--- src/rtl/cfcr_pkg.sv ---
`timescale 1ns / 1ps
// ----------------------------------------------------------------------------
// cfcr_pkg
// Shared constants and control/status types for the checksum frame receiver.
// ----------------------------------------------------------------------------
package cfcr_pkg;

    localparam logic [7:0] HDR_SYNC     = 8'hAA;
    localparam logic [7:0] HDR_RX_ID    = 8'hAF;
    localparam logic [7:0] ACK_CODE     = 8'hF0;
    localparam logic [7:0] ACK_LEN_BYTE = 8'h03;
    localparam logic [7:0] ACK_TAG      = 8'hBA;
    localparam logic [7:0] GAIN_LEN_BYTE = 8'h12;
    localparam logic [7:0] GAIN_CODE_LO = 8'h10;
    localparam logic [7:0] GAIN_CODE_HI = 8'h11;

    localparam logic [7:0] FN_CAL     = 8'h01;
    localparam logic [7:0] FN_READ    = 8'h02;
    localparam logic [7:0] FN_SET_LO  = 8'h10;
    localparam logic [7:0] FN_SET_HI  = 8'h11;
    localparam logic [7:0] FN_SAVE    = 8'h12;
    localparam logic [7:0] SUB_READ   = 8'h01;
    localparam logic [7:0] SUB_ACC    = 8'h01;
    localparam logic [7:0] SUB_GYRO   = 8'h02;
    localparam logic [7:0] SUB_BOTH   = 8'h03;

    localparam logic [7:0] NEED_ANY   = 8'd3;
    localparam logic [7:0] NEED_SHORT = 8'd5;
    localparam logic [7:0] NEED_GAINS = 8'd22;

    localparam int PAYLOAD_LEN = 18;
    localparam int GAIN_COUNT  = 18;
    localparam int GAIN_HALF   = 9;
    localparam int GAIN_IDX_W  = $clog2(GAIN_COUNT);
    localparam int STG_IDX_W   = $clog2(PAYLOAD_LEN);

    localparam logic [7:0] PAYLOAD_FIRST = 8'd4;
    localparam logic [7:0] PAYLOAD_END   = 8'd22;

    localparam logic [4:0] GAIN_FRAME_LAST = 5'd22;
    localparam logic [4:0] ACK_FRAME_LAST  = 5'd7;

    localparam logic [1:0] FS_OK       = 2'd0;
    localparam logic [1:0] FS_BAD_SUM  = 2'd1;
    localparam logic [1:0] FS_BAD_HDR  = 2'd2;
    localparam logic [1:0] FS_SHORT    = 2'd3;

    localparam logic [1:0] ACT_NONE = 2'd0;
    localparam logic [1:0] ACT_CAL  = 2'd1;
    localparam logic [1:0] ACT_READ = 2'd2;
    localparam logic [1:0] ACT_ACK  = 2'd3;

    typedef struct packed {
        logic       rx_take;
        logic       out_load;
        logic       out_single;
        logic       out_last;
        logic       kind_ack;
        logic       frame_hi;
        logic [4:0] idx;
    } t_dp_cmd;

    typedef struct packed {
        logic [1:0] act;
    } t_dp_stat;

endpackage

--- src/rtl/cfcr_datapath.sv ---
`timescale 1ns / 1ps
// ----------------------------------------------------------------------------
// cfcr_datapath
// Frame parsing registers, gain store, reply byte generator, output register.
// ----------------------------------------------------------------------------
module cfcr_datapath (
    input  logic              i_clk,
    input  logic              i_rst_n,
    input  logic [7:0]        i_rx_byte,
    input  logic              i_rx_last,
    input  cfcr_pkg::t_dp_cmd i_cmd,
    output cfcr_pkg::t_dp_stat o_stat,
    output logic [7:0]        o_tx_byte,
    output logic              o_byte_valid,
    output logic              o_last_of_run,
    output logic [1:0]        o_frame_status,
    output logic              o_acc_cal,
    output logic              o_gyro_cal,
    output logic              o_save
);

    localparam int STG_W = cfcr_pkg::STG_IDX_W;
    localparam logic [4:0] GAIN_SUM_POS = cfcr_pkg::GAIN_FRAME_LAST;

    logic [7:0]  r_sum, n_sum;
    logic [7:0]  r_pos, n_pos;
    logic        r_hdr, n_hdr;
    logic [7:0]  r_func, n_func;
    logic [7:0]  r_sub, n_sub;
    logic [7:0]  r_stage [cfcr_pkg::PAYLOAD_LEN];
    logic [15:0] r_gain  [cfcr_pkg::GAIN_COUNT];
    logic [7:0]  r_ack_check;
    logic        r_save_pend;
    logic [7:0]  r_tx_sum;

    logic [7:0]  r_tx;
    logic        r_bv;
    logic        r_last;
    logic [1:0]  r_status;
    logic        r_acc;
    logic        r_gyro;
    logic        r_save;

    logic [1:0]  status;
    logic [1:0]  act;
    logic [7:0]  need;
    logic        eof_take;
    logic        byte_take;
    logic        commit_lo;
    logic        commit_hi;
    logic [STG_W-1:0] stg_idx;
    logic [3:0]  half;
    logic [cfcr_pkg::GAIN_IDX_W-1:0] gidx;
    logic [15:0] gval;
    logic [7:0]  rep_byte;

    assign eof_take  = i_cmd.rx_take & i_rx_last;
    assign byte_take = i_cmd.rx_take & ~i_rx_last;
    assign stg_idx   = STG_W'(r_pos - cfcr_pkg::PAYLOAD_FIRST);

    // frame checks, in order: checksum, header, length
    always_comb begin
        need = cfcr_pkg::NEED_ANY;
        if (r_func == cfcr_pkg::FN_CAL || r_func == cfcr_pkg::FN_READ) begin
            need = cfcr_pkg::NEED_SHORT;
        end else if (r_func == cfcr_pkg::FN_SET_LO || r_func == cfcr_pkg::FN_SET_HI) begin
            need = cfcr_pkg::NEED_GAINS;
        end
        if (r_sum != i_rx_byte) begin
            status = cfcr_pkg::FS_BAD_SUM;
        end else if (!(r_hdr && r_pos >= 8'd2)) begin
            status = cfcr_pkg::FS_BAD_HDR;
        end else if (r_pos < need) begin
            status = cfcr_pkg::FS_SHORT;
        end else begin
            status = cfcr_pkg::FS_OK;
        end
        act = cfcr_pkg::ACT_NONE;
        if (status == cfcr_pkg::FS_OK) begin
            case (r_func)
                cfcr_pkg::FN_CAL:    act = cfcr_pkg::ACT_CAL;
                cfcr_pkg::FN_READ:   act = (r_sub == cfcr_pkg::SUB_READ) ?
                                           cfcr_pkg::ACT_READ : cfcr_pkg::ACT_NONE;
                cfcr_pkg::FN_SET_LO,
                cfcr_pkg::FN_SET_HI,
                cfcr_pkg::FN_SAVE:   act = cfcr_pkg::ACT_ACK;
                default:             act = cfcr_pkg::ACT_NONE;
            endcase
        end
    end

    assign o_stat.act = act;
    assign commit_lo  = eof_take && status == cfcr_pkg::FS_OK && r_func == cfcr_pkg::FN_SET_LO;
    assign commit_hi  = eof_take && status == cfcr_pkg::FS_OK && r_func == cfcr_pkg::FN_SET_HI;

    always_comb begin
        n_sum  = r_sum;
        n_pos  = r_pos;
        n_hdr  = r_hdr;
        n_func = r_func;
        n_sub  = r_sub;
        if (eof_take) begin
            n_sum  = '0;
            n_pos  = '0;
            n_hdr  = 1'b0;
            n_func = '0;
            n_sub  = '0;
        end else if (byte_take) begin
            if (r_pos == 8'd0) begin
                n_hdr = (i_rx_byte == cfcr_pkg::HDR_SYNC);
            end else if (r_pos == 8'd1) begin
                n_hdr = r_hdr && (i_rx_byte == cfcr_pkg::HDR_RX_ID);
            end
            if (r_pos == 8'd2) begin
                n_func = i_rx_byte;
            end
            if (r_pos == cfcr_pkg::PAYLOAD_FIRST) begin
                n_sub = i_rx_byte;
            end
            n_sum = r_sum + i_rx_byte;
            if (r_pos != 8'hFF) begin
                n_pos = r_pos + 8'd1;
            end
        end
    end

    always_ff @(posedge i_clk) begin
        if (!i_rst_n) begin
            r_sum  <= '0;
            r_pos  <= '0;
            r_hdr  <= 1'b0;
            r_func <= '0;
            r_sub  <= '0;
        end else begin
            r_sum  <= n_sum;
            r_pos  <= n_pos;
            r_hdr  <= n_hdr;
            r_func <= n_func;
            r_sub  <= n_sub;
        end
    end

    always_ff @(posedge i_clk) begin
        if (byte_take && r_pos >= cfcr_pkg::PAYLOAD_FIRST && r_pos < cfcr_pkg::PAYLOAD_END) begin
            r_stage[stg_idx] <= i_rx_byte;
        end
        if (eof_take) begin
            r_ack_check <= i_rx_byte;
            r_save_pend <= (act == cfcr_pkg::ACT_ACK) && (r_func == cfcr_pkg::FN_SAVE);
        end
    end

    always_ff @(posedge i_clk) begin
        if (!i_rst_n) begin
            for (int i = 0; i < cfcr_pkg::GAIN_COUNT; i++) begin
                r_gain[i] <= '0;
            end
        end else begin
            for (int i = 0; i < cfcr_pkg::GAIN_HALF; i++) begin
                if (commit_lo) begin
                    r_gain[i] <= {r_stage[2*i], r_stage[2*i+1]};
                end
                if (commit_hi) begin
                    r_gain[cfcr_pkg::GAIN_HALF + i] <= {r_stage[2*i], r_stage[2*i+1]};
                end
            end
        end
    end

    // reply byte at position idx of the current reply frame
    always_comb begin
        half = 4'((i_cmd.idx - 5'd4) >> 1);
        gidx = i_cmd.frame_hi ? (cfcr_pkg::GAIN_IDX_W'(half) +
                                 cfcr_pkg::GAIN_IDX_W'(cfcr_pkg::GAIN_HALF))
                              : cfcr_pkg::GAIN_IDX_W'(half);
        gval = 16'h0000;
        if (i_cmd.idx >= 5'd4 && i_cmd.idx < GAIN_SUM_POS) begin
            gval = r_gain[gidx];
        end
        rep_byte = 8'h00;
        if (i_cmd.kind_ack) begin
            case (i_cmd.idx)
                5'd0, 5'd1: rep_byte = cfcr_pkg::HDR_SYNC;
                5'd2:       rep_byte = cfcr_pkg::ACK_CODE;
                5'd3:       rep_byte = cfcr_pkg::ACK_LEN_BYTE;
                5'd4:       rep_byte = cfcr_pkg::ACK_TAG;
                5'd5:       rep_byte = 8'h00;
                5'd6:       rep_byte = r_ack_check;
                default:    rep_byte = r_tx_sum;
            endcase
        end else begin
            case (i_cmd.idx)
                5'd0, 5'd1: rep_byte = cfcr_pkg::HDR_SYNC;
                5'd2:       rep_byte = i_cmd.frame_hi ? cfcr_pkg::GAIN_CODE_HI
                                                      : cfcr_pkg::GAIN_CODE_LO;
                5'd3:       rep_byte = cfcr_pkg::GAIN_LEN_BYTE;
                cfcr_pkg::GAIN_FRAME_LAST: rep_byte = r_tx_sum;
                default:    rep_byte = i_cmd.idx[0] ? gval[7:0] : gval[15:8];
            endcase
        end
    end

    always_ff @(posedge i_clk) begin
        if (i_cmd.out_load) begin
            if (i_cmd.out_single) begin
                r_tx     <= 8'h00;
                r_bv     <= 1'b0;
                r_last   <= 1'b1;
                r_status <= status;
                r_acc    <= (act == cfcr_pkg::ACT_CAL) &&
                            (r_sub == cfcr_pkg::SUB_ACC || r_sub == cfcr_pkg::SUB_BOTH);
                r_gyro   <= (act == cfcr_pkg::ACT_CAL) &&
                            (r_sub == cfcr_pkg::SUB_GYRO || r_sub == cfcr_pkg::SUB_BOTH);
                r_save   <= 1'b0;
            end else begin
                r_tx     <= rep_byte;
                r_bv     <= 1'b1;
                r_last   <= i_cmd.out_last;
                r_status <= cfcr_pkg::FS_OK;
                r_acc    <= 1'b0;
                r_gyro   <= 1'b0;
                r_save   <= i_cmd.out_last & r_save_pend;
                r_tx_sum <= (i_cmd.idx == 5'd0) ? rep_byte : r_tx_sum + rep_byte;
            end
        end
    end

    assign o_tx_byte      = r_tx;
    assign o_byte_valid   = r_bv;
    assign o_last_of_run  = r_last;
    assign o_frame_status = r_status;
    assign o_acc_cal      = r_acc;
    assign o_gyro_cal     = r_gyro;
    assign o_save         = r_save;

endmodule

--- src/rtl/cfcr_controller.sv ---
`timescale 1ns / 1ps
// ----------------------------------------------------------------------------
// cfcr_controller
// Receive/reply sequencer and output register valid flag.
// ----------------------------------------------------------------------------
module cfcr_controller (
    input  logic               i_clk,
    input  logic               i_rst_n,
    input  logic               i_s_valid,
    input  logic               i_s_last,
    output logic               o_s_ready,
    output logic               o_m_valid,
    input  logic               i_m_ready,
    input  cfcr_pkg::t_dp_stat i_stat,
    output cfcr_pkg::t_dp_cmd  o_cmd
);

    localparam logic S_RX    = 1'b0;
    localparam logic S_REPLY = 1'b1;

    logic       r_state, n_state;
    logic       r_kind_ack, n_kind_ack;
    logic       r_frame_hi, n_frame_hi;
    logic [4:0] r_idx, n_idx;
    logic       r_out_valid, n_out_valid;
    logic       out_free;
    logic       rx_take;
    logic       frame_end;
    logic       run_end;

    assign out_free  = ~r_out_valid | i_m_ready;
    assign o_s_ready = (r_state == S_RX) & out_free;
    assign rx_take   = i_s_valid & o_s_ready;
    assign frame_end = r_kind_ack ? (r_idx == cfcr_pkg::ACK_FRAME_LAST)
                                  : (r_idx == cfcr_pkg::GAIN_FRAME_LAST);
    assign run_end   = frame_end & (r_kind_ack | r_frame_hi);

    always_comb begin
        n_state     = r_state;
        n_kind_ack  = r_kind_ack;
        n_frame_hi  = r_frame_hi;
        n_idx       = r_idx;
        o_cmd       = '0;
        o_cmd.rx_take  = rx_take;
        o_cmd.kind_ack = r_kind_ack;
        o_cmd.frame_hi = r_frame_hi;
        o_cmd.idx      = r_idx;
        case (r_state)
            S_RX: begin
                if (rx_take && i_s_last) begin
                    if (i_stat.act == cfcr_pkg::ACT_READ || i_stat.act == cfcr_pkg::ACT_ACK) begin
                        n_state    = S_REPLY;
                        n_kind_ack = (i_stat.act == cfcr_pkg::ACT_ACK);
                        n_frame_hi = 1'b0;
                        n_idx      = '0;
                    end else begin
                        o_cmd.out_load   = 1'b1;
                        o_cmd.out_single = 1'b1;
                    end
                end
            end
            S_REPLY: begin
                if (out_free) begin
                    o_cmd.out_load = 1'b1;
                    o_cmd.out_last = run_end;
                    n_idx          = r_idx + 5'd1;
                    if (frame_end) begin
                        n_idx = '0;
                        if (run_end) begin
                            n_state = S_RX;
                        end else begin
                            n_frame_hi = 1'b1;
                        end
                    end
                end
            end
            default: n_state = S_RX;
        endcase
        n_out_valid = o_cmd.out_load | (r_out_valid & ~i_m_ready);
    end

    always_ff @(posedge i_clk) begin
        if (!i_rst_n) begin
            r_state     <= S_RX;
            r_kind_ack  <= 1'b0;
            r_frame_hi  <= 1'b0;
            r_idx       <= '0;
            r_out_valid <= 1'b0;
        end else begin
            r_state     <= n_state;
            r_kind_ack  <= n_kind_ack;
            r_frame_hi  <= n_frame_hi;
            r_idx       <= n_idx;
            r_out_valid <= n_out_valid;
        end
    end

    assign o_m_valid = r_out_valid;

endmodule

--- src/rtl/checksum_frame_command_receiver.sv ---
`timescale 1ns / 1ps
// ----------------------------------------------------------------------------
// checksum_frame_command_receiver
// Command frame receiver with additive checksum, gain store and reply frames.
// ----------------------------------------------------------------------------
// Input stream: one received byte per request, tlast on the checksum byte.
// Output stream: one request per reply byte, or a single empty request when
// a frame has no reply; tlast marks the final request for a received frame.
// Non-final bytes produce nothing. The checksum byte
// is checked in its accept cycle; an empty result is registered at once,
// while a reply is sent by the sequencer one byte per cycle whenever the output
// register is free: 8 bytes for an acknowledge, 46 for the two gain readout frames.
// Input is held off (s_axis tready low) while a reply is being sent and
// while the output register is full and not being drained.
// A result left waiting by a stalled receiver therefore holds off every
// input byte, not only the next checksum byte, until it is taken.
// Reset clears the parser state, the output valid flag and all 18 gains.
// ----------------------------------------------------------------------------
module checksum_frame_command_receiver (
    input  logic       i_clk,
    input  logic       i_rst_n,
    input  logic       i_s_axis_tvalid,
    output logic       o_s_axis_tready,
    input  logic [7:0] i_s_axis_tdata,   // [7:0] rx_byte
    input  logic       i_s_axis_tlast,
    output logic       o_m_axis_tvalid,
    input  logic       i_m_axis_tready,
    output logic [7:0] o_m_axis_tdata,   // [7:0] tx_byte
    output logic       o_m_axis_tlast,
    output logic [5:0] o_m_axis_tuser    // [0] byte_valid, [2:1] frame_status,
                                         // [3] acc_cal, [4] gyro_cal, [5] save_gains
);

    cfcr_pkg::t_dp_cmd  cmd;
    cfcr_pkg::t_dp_stat stat;
    logic [1:0] frame_status;
    logic       byte_valid;
    logic       acc_cal;
    logic       gyro_cal;
    logic       save;

    cfcr_controller u_ctrl (
        .i_clk     (i_clk),
        .i_rst_n   (i_rst_n),
        .i_s_valid (i_s_axis_tvalid),
        .i_s_last  (i_s_axis_tlast),
        .o_s_ready (o_s_axis_tready),
        .o_m_valid (o_m_axis_tvalid),
        .i_m_ready (i_m_axis_tready),
        .i_stat    (stat),
        .o_cmd     (cmd)
    );

    cfcr_datapath u_dp (
        .i_clk          (i_clk),
        .i_rst_n        (i_rst_n),
        .i_rx_byte      (i_s_axis_tdata),
        .i_rx_last      (i_s_axis_tlast),
        .i_cmd          (cmd),
        .o_stat         (stat),
        .o_tx_byte      (o_m_axis_tdata),
        .o_byte_valid   (byte_valid),
        .o_last_of_run  (o_m_axis_tlast),
        .o_frame_status (frame_status),
        .o_acc_cal      (acc_cal),
        .o_gyro_cal     (gyro_cal),
        .o_save         (save)
    );

    assign o_m_axis_tuser = {save, gyro_cal, acc_cal, frame_status, byte_valid};

endmodule

--- config.mk ---
export PLATFORM = sky130hd
export DESIGN_NAME = checksum_frame_command_receiver
export DESIGN_NICKNAME = d
export VERILOG_FILES = /design/src/rtl/cfcr_pkg.sv /design/src/rtl/cfcr_datapath.sv /design/src/rtl/cfcr_controller.sv /design/src/rtl/checksum_frame_command_receiver.sv
export SDC_FILE = /design/constraint.sdc
export NUM_CORES = 1
export LEC_CHECK = 0
export BUFFER_PORTS_ARGS = -buffer_cell sky130_fd_sc_hd__buf_2
export CORE_MARGIN = 2
export CORE_UTILIZATION = 55
export DETAILED_ROUTE_END_ITERATION = 6
export PLACE_DENSITY = 0.71
export SYNTH_ARGS = -nofsm -noshare
export SYNTH_HDL_FRONTEND = slang
export SYNTH_SLANG_ARGS = --single-unit
--- constraint.sdc ---
create_clock -name i_clk -period 40.4 [get_ports i_clk]
set_clock_uncertainty 0.2 [all_clocks]
set_input_delay 4.04 -clock i_clk [delete_from_list [all_inputs] [get_ports i_clk]]
set_output_delay 4.04 -clock i_clk [all_outputs]
set_load 0.1 [all_outputs]
Word-level counts from Yosys, hierarchy flattened
Memory sizes are Yosys's and may differ from the RTL's.
Cells that the tools add are included.

storage, ports and cells
  bits in registers = 74
  latch bits = 0
  memory bits (writable) = 432
  memory bits (read-only) = 0
  output and inout bits = 17
  word-level logic and storage cells = 203
  memories = 2

memory list
  name          depth  bits a word  read ports  clocked after memory_dff  write ports  RTL line             source
  u_dp.r_gain   18     16           1           0                         18           cfcr_datapath.sv:31  logic [15:0] r_gain [cfcr_pkg::GAIN_COUNT];
  u_dp.r_stage  18     8            18          0                         1            cfcr_datapath.sv:30  logic [7:0] r_stage [cfcr_pkg::PAYLOAD_LEN];

cells by class
  add/subtract/negate cells = 7
  multipliers = 0
  divide/modulo/power cells = 0
  magnitude comparators = 6
  eq/ne operators = 31
  shift operators = 0
  mux-type cells = 71
  bitwise gates (word level) = 34
  reductions and logical operators = 32

operators with widths
  cell                 count
  $mux 16              19
  $pmux 8 s6           1
  $mux 5               7
  $eq 8x2->1 const B   4
  $pmux 8 s4           1
  $mux 1               28
  $eq 8x1->1 const B   3
  $eq 8x5->1 const B   3
  $mux 8               3
  $or 1x1->1           21
  $eq 5x3->1 const B   4
  $add 8x8->8          2
  $eq 8x8->1 const B   2
  $mux 2               7
  $logic_and 1x1->1    12
  $eq 5x2->1 const B   2
  $ne 2x2->1 const B   5
  $pmux 5 s2           1
  $reduce_and 2->1     5
  $sub 5x3->5 const B  2
  $add 8x1->8 const B  1
  $eq 8x3->1 const B   1
  $ge 8x2->1 const B   1
  $ge 8x3->1 const B   1
  other kinds (25)     45

Logic depth before layout (Yosys ltp)
  depth after elaboration = 17
  depth in mapped cells = 25

By module
A second synthesis with hierarchy kept.

unflattened totals
  cells, all modules = 1770
  area total of the unflattened synthesis = 22982.0 um^2

modules (own cells, without submodules)
  module                           times used  cells an instance  area each (um^2)  seq. area each (um^2)
  cfcr_datapath                    1           1697               22377.7           14594.0
  cfcr_controller                  1           69                 574.3             180.2
  checksum_frame_command_receiver  1           4                  30.0              0.0

Worst setup path before layout
OpenSTA, ideal clock, no wires.

  kind = input to register
  start = input port i_s_axis_tdata[3]
  end = memory u_dp.r_gain[10][0] (enable)
  library setup time = 860 ps
  arrival time = 15639 ps
  data required time = 39340 ps
  path slack = 23701 ps
  stages = 6
  path buffers = 0
  cell sequence = ha_1 -> nor4_1 -> nand3_1 -> nor2_1 -> nand2_4 -> o31ai_1

RTL lines
  element          RTL line                               source
  start, declared  checksum_frame_command_receiver.sv:24  input logic [7:0] i_s_axis_tdata,
  end, declared    cfcr_datapath.sv:31

Worst setup path after layout
  start = input port i_m_axis_tready
  end = output port o_s_axis_tready

between the ends
  cells in the longest elaborated chain, start to end = 2

ends and longest elaborated chain
  element          RTL line                               source
  start, declared  checksum_frame_command_receiver.sv:27  input logic i_m_axis_tready,
  $or 1x1->1       cfcr_controller.sv:31                  assign out_free = ~r_out_valid | i_m_ready;
  $and 1x1->1      cfcr_controller.sv:32                  assign o_s_ready = (r_state == S_RX) & out_free;
  end, declared    checksum_frame_command_receiver.sv:23  output logic o_s_axis_tready,

Every way passes these cells.

==> flow_summary_export.csv <==
group,metric,value,unit
route,drtIter0Drc,1149,
floorplanning,ioPinCount,30,
yosys,syn_area_per_cell,14.7,µm²
worst_setup_path,critPathKind,"in -> out",
global_route,grt_util_all_layers,25.2,%
global_route,grt_max_degree,118,
timing,fin_setup_tns,0,ns
power,netSwitchingPower,225,µW
global_route,first_global_vias,13612,
route,drt_wl_total,53900,µm
finish,final_common_cell,"edfxtp_1",
yosys,synthesis.instances,1590,
finish,layout-drive-gt1-share,18.9,%
outcome,status,"finished clean",
timing,final-setup-viol-count,0,
timing,fmax,111,MHz
clock_network,clock_path_buffers,3,
clock_network,cts_max_level,2,
hold_path,hp-class,"reg -> reg",
finish,num-fill-cells,3106,
finish,area_growth,9.86,%
route,vias,13477,
yosys,synthesis.area,23300,µm²
finish,layout_common_cells,"edfxtp_1 (464), and2_1 (256), nand2_1 (106), mux4_2 (98), nor2_1 (69)",
yosys,synth_nets,1641,
power,clkPwrFrac,43.5,%
finish,final_cells,2202,
power,fin_total_pwr,1.09,mW
timing,timing.final.ws_setup,31.42,ns
route,drc_errors,0,
floorplanning,die_y,210,µm
placement,dp_cells,2107,
yosys,ys_seq_area_share,63.3,%
timing,post-route-period-util,22.2,%
clock_network,cts_made_buffers,52,
yosys,synth_ff_type,"edfxtp_1",
yosys,ys_ff_latch,506,
power,power_density,42.7,nW/µm²
yosys,synth_edf_count,464,
route,first_pass_iters,5,
clock_network,clock_latency,0.60,ns
finish,fin_nets,1673,
timing,hold_viol,0,
clock_network,cts_tree,"built",
power,combPwrFrac,2.9,%
timing,whs,0.267,ns
placement,pre_cts_slack,31.43,ns
worst_setup_path,cp-start-kind,"input pin",
finish,seqCellArea,14800,µm²
power,pwr-share-seq,53.6,%
yosys,synthDistinctLibCells,79,
route,vias_per_cell,6.12,
yosys,synth-async-reset-ratio,0,%
timing,worst_pin_slew,1.20,ns
finish,num_antenna_cells,0,
finish,multi_input_area,8040,µm²
route,wire_per_inst,24.5,µm
timing,drv_slew,0,
clock_network,clk_transition_reported_paths,0.06,ns
floorplanning,die_w,210,µm
global_route,grt_pass1_wl,82400,µm
worst_setup_path,cp-end-kind,"output pin",
power,switching_share,20.6,%
clock_network,holdBufCountCts,0,
timing,slew_headroom,19.4,%
clock_network,cts-root-buf,"clkbuf_16",
run,maxCapViolations,0,
placement,place_area,24000,µm²
yosys,yosys_warnings,0,
worst_setup_path,worstPathArrival,4.74,ns
finish,final_util,61.1,%
worst_setup_path,required,36.16,ns
placement,place_hpwl,33100,µm
clock_network,postCtsSetupBuffers,0,
power,leakagePower,8.95,nW
power,vdd_ir_drop_max,0.0349,mV
placement,numPortBuffers,29,
floorplanning,rows,75,
global_route,antenna_found_initial,1,
route,ant_nets,0,
floorplanning,design.core.area,41900,µm²
finish,fin_area,25600,µm²
worst_setup_path,worstPathMaxFanout,2,
placement,gp_congestion,0.877,
clock_network,cts.sink_count,506,
power,internal-power,869,µW
clock_network,cts-resized-gates,0,
floorplanning,die-area,44100,µm²
timing,rsz0062_at_grt,"false",
floorplanning,start_util,55.6,%
global_route,grt_remaining_overflow,0,
timing,period_minus_slack,8.98,ns
## worst max-delay path: stages
cell and delay [ns]:
buf_2 0.08, nor2b_1 0.05, nor2_1 0.12, buf_2 0.44
## routing by layer
metal / vias to the layer above / GRT usage [%] / wire (µm)
met2: 505 / 41.1 / 26100
met3: 93 / 4.16 / 3750
li1: 6058 / - / -
met1: 6821 / 35.5 / 22700
met4: 0 / 7.48 / 1390
met5: - / 0 / 0
## area by class of cell
cell class,instances,area share (%)
Clock buffer,62,5.30
Clock inverter,33,1.24
Inverter,24,0.351
Multi-Input combinational cell,977,31.3
Sequential cell,506,57.6
Tap cell,539,2.63
Timing Repair Buffer,61,1.50
## power groups by stage
stage | Combinational (mW) | Sequential (mW) | Clock, mW
CTS | 0.0323 | 0.586 | 0.482
detailed placement | 0.0321 | 0.597 | 0
floorplan | 0.0182 | 0.603 | 0
global route | 0.0344 | 0.587 | 0.502
global placement | 0.0314 | 0.597 | 0
finish | 0.0320 | 0.586 | 0.475
## state kept, by name, indices dropped and copies added (netlist names), 2 cells and up
signal	flops
u_dp.r_gain	288
u_dp.r_stage	144
u_dp.o_tx_byte	8
u_dp.r_ack_check	8
u_dp.r_func	8
u_dp.r_pos	8
u_dp.r_sub	8
u_dp.r_sum	8
u_dp.r_tx_sum	8
u_ctrl.r_idx	5
u_dp.o_frame_status	2
## synth_stat cells, drive strengths merged, types with 10 or more instances
| cell type | number | area (µm²) |
|---|---|---|
| mux4 | 98 | 2210 |
| buf | 42 | 339 |
| nor3 | 21 | 115 |
| a21oi | 33 | 165 |
| mux2i | 39 | 390 |
| ha | 36 | 450 |
| o21ai | 19 | 98.9 |
| xnor2 | 19 | 185 |
| inv | 24 | 90.1 |
| nor2 | 75 | 282 |
| a211oi | 13 | 97.6 |
| nand2 | 107 | 409 |
| edfxtp | 464 | 13900 |
| a31oi | 10 | 62.6 |
| nand3 | 44 | 220 |
| dfxtp | 42 | 841 |
| nor2b | 10 | 62.6 |
| and2 | 297 | 1910 |
| clkbuf | 41 | 161 |
| nand4 | 11 | 68.8 |
## final timing paths
| check | start | to | slack [ns] | cells past startpoint |
|---|---|---|---|---|
| max | i_m_axis_tready | o_s_axis_tready | 31.42 | 4 |
| min | u_dp.r_sum[0] | u_dp.r_sum[0] | 0.27 | 2 |
| max reg2reg | u_ctrl.r_idx[2] | u_dp.r_tx_sum[6] | 33.80 | 19 |
| min reg2reg | u_dp.r_sum[0] | u_dp.r_sum[0] | 0.27 | 2 |
## cell families (layout without fill, tap and decap cells)
group           count (synthesis)  in the layout  share of synthesized area, %
simple gates                  616            616                          14.9
mux                           144            144                          11.5
fa+ha+maj                      38             38                          2.10
flops                         506            506                          63.3
compound gates                152            152                          4.49
buf+inv                       107            180                          2.53
xor+xnor                       27             27                          1.17
Power figures use the tool's default switching activity.
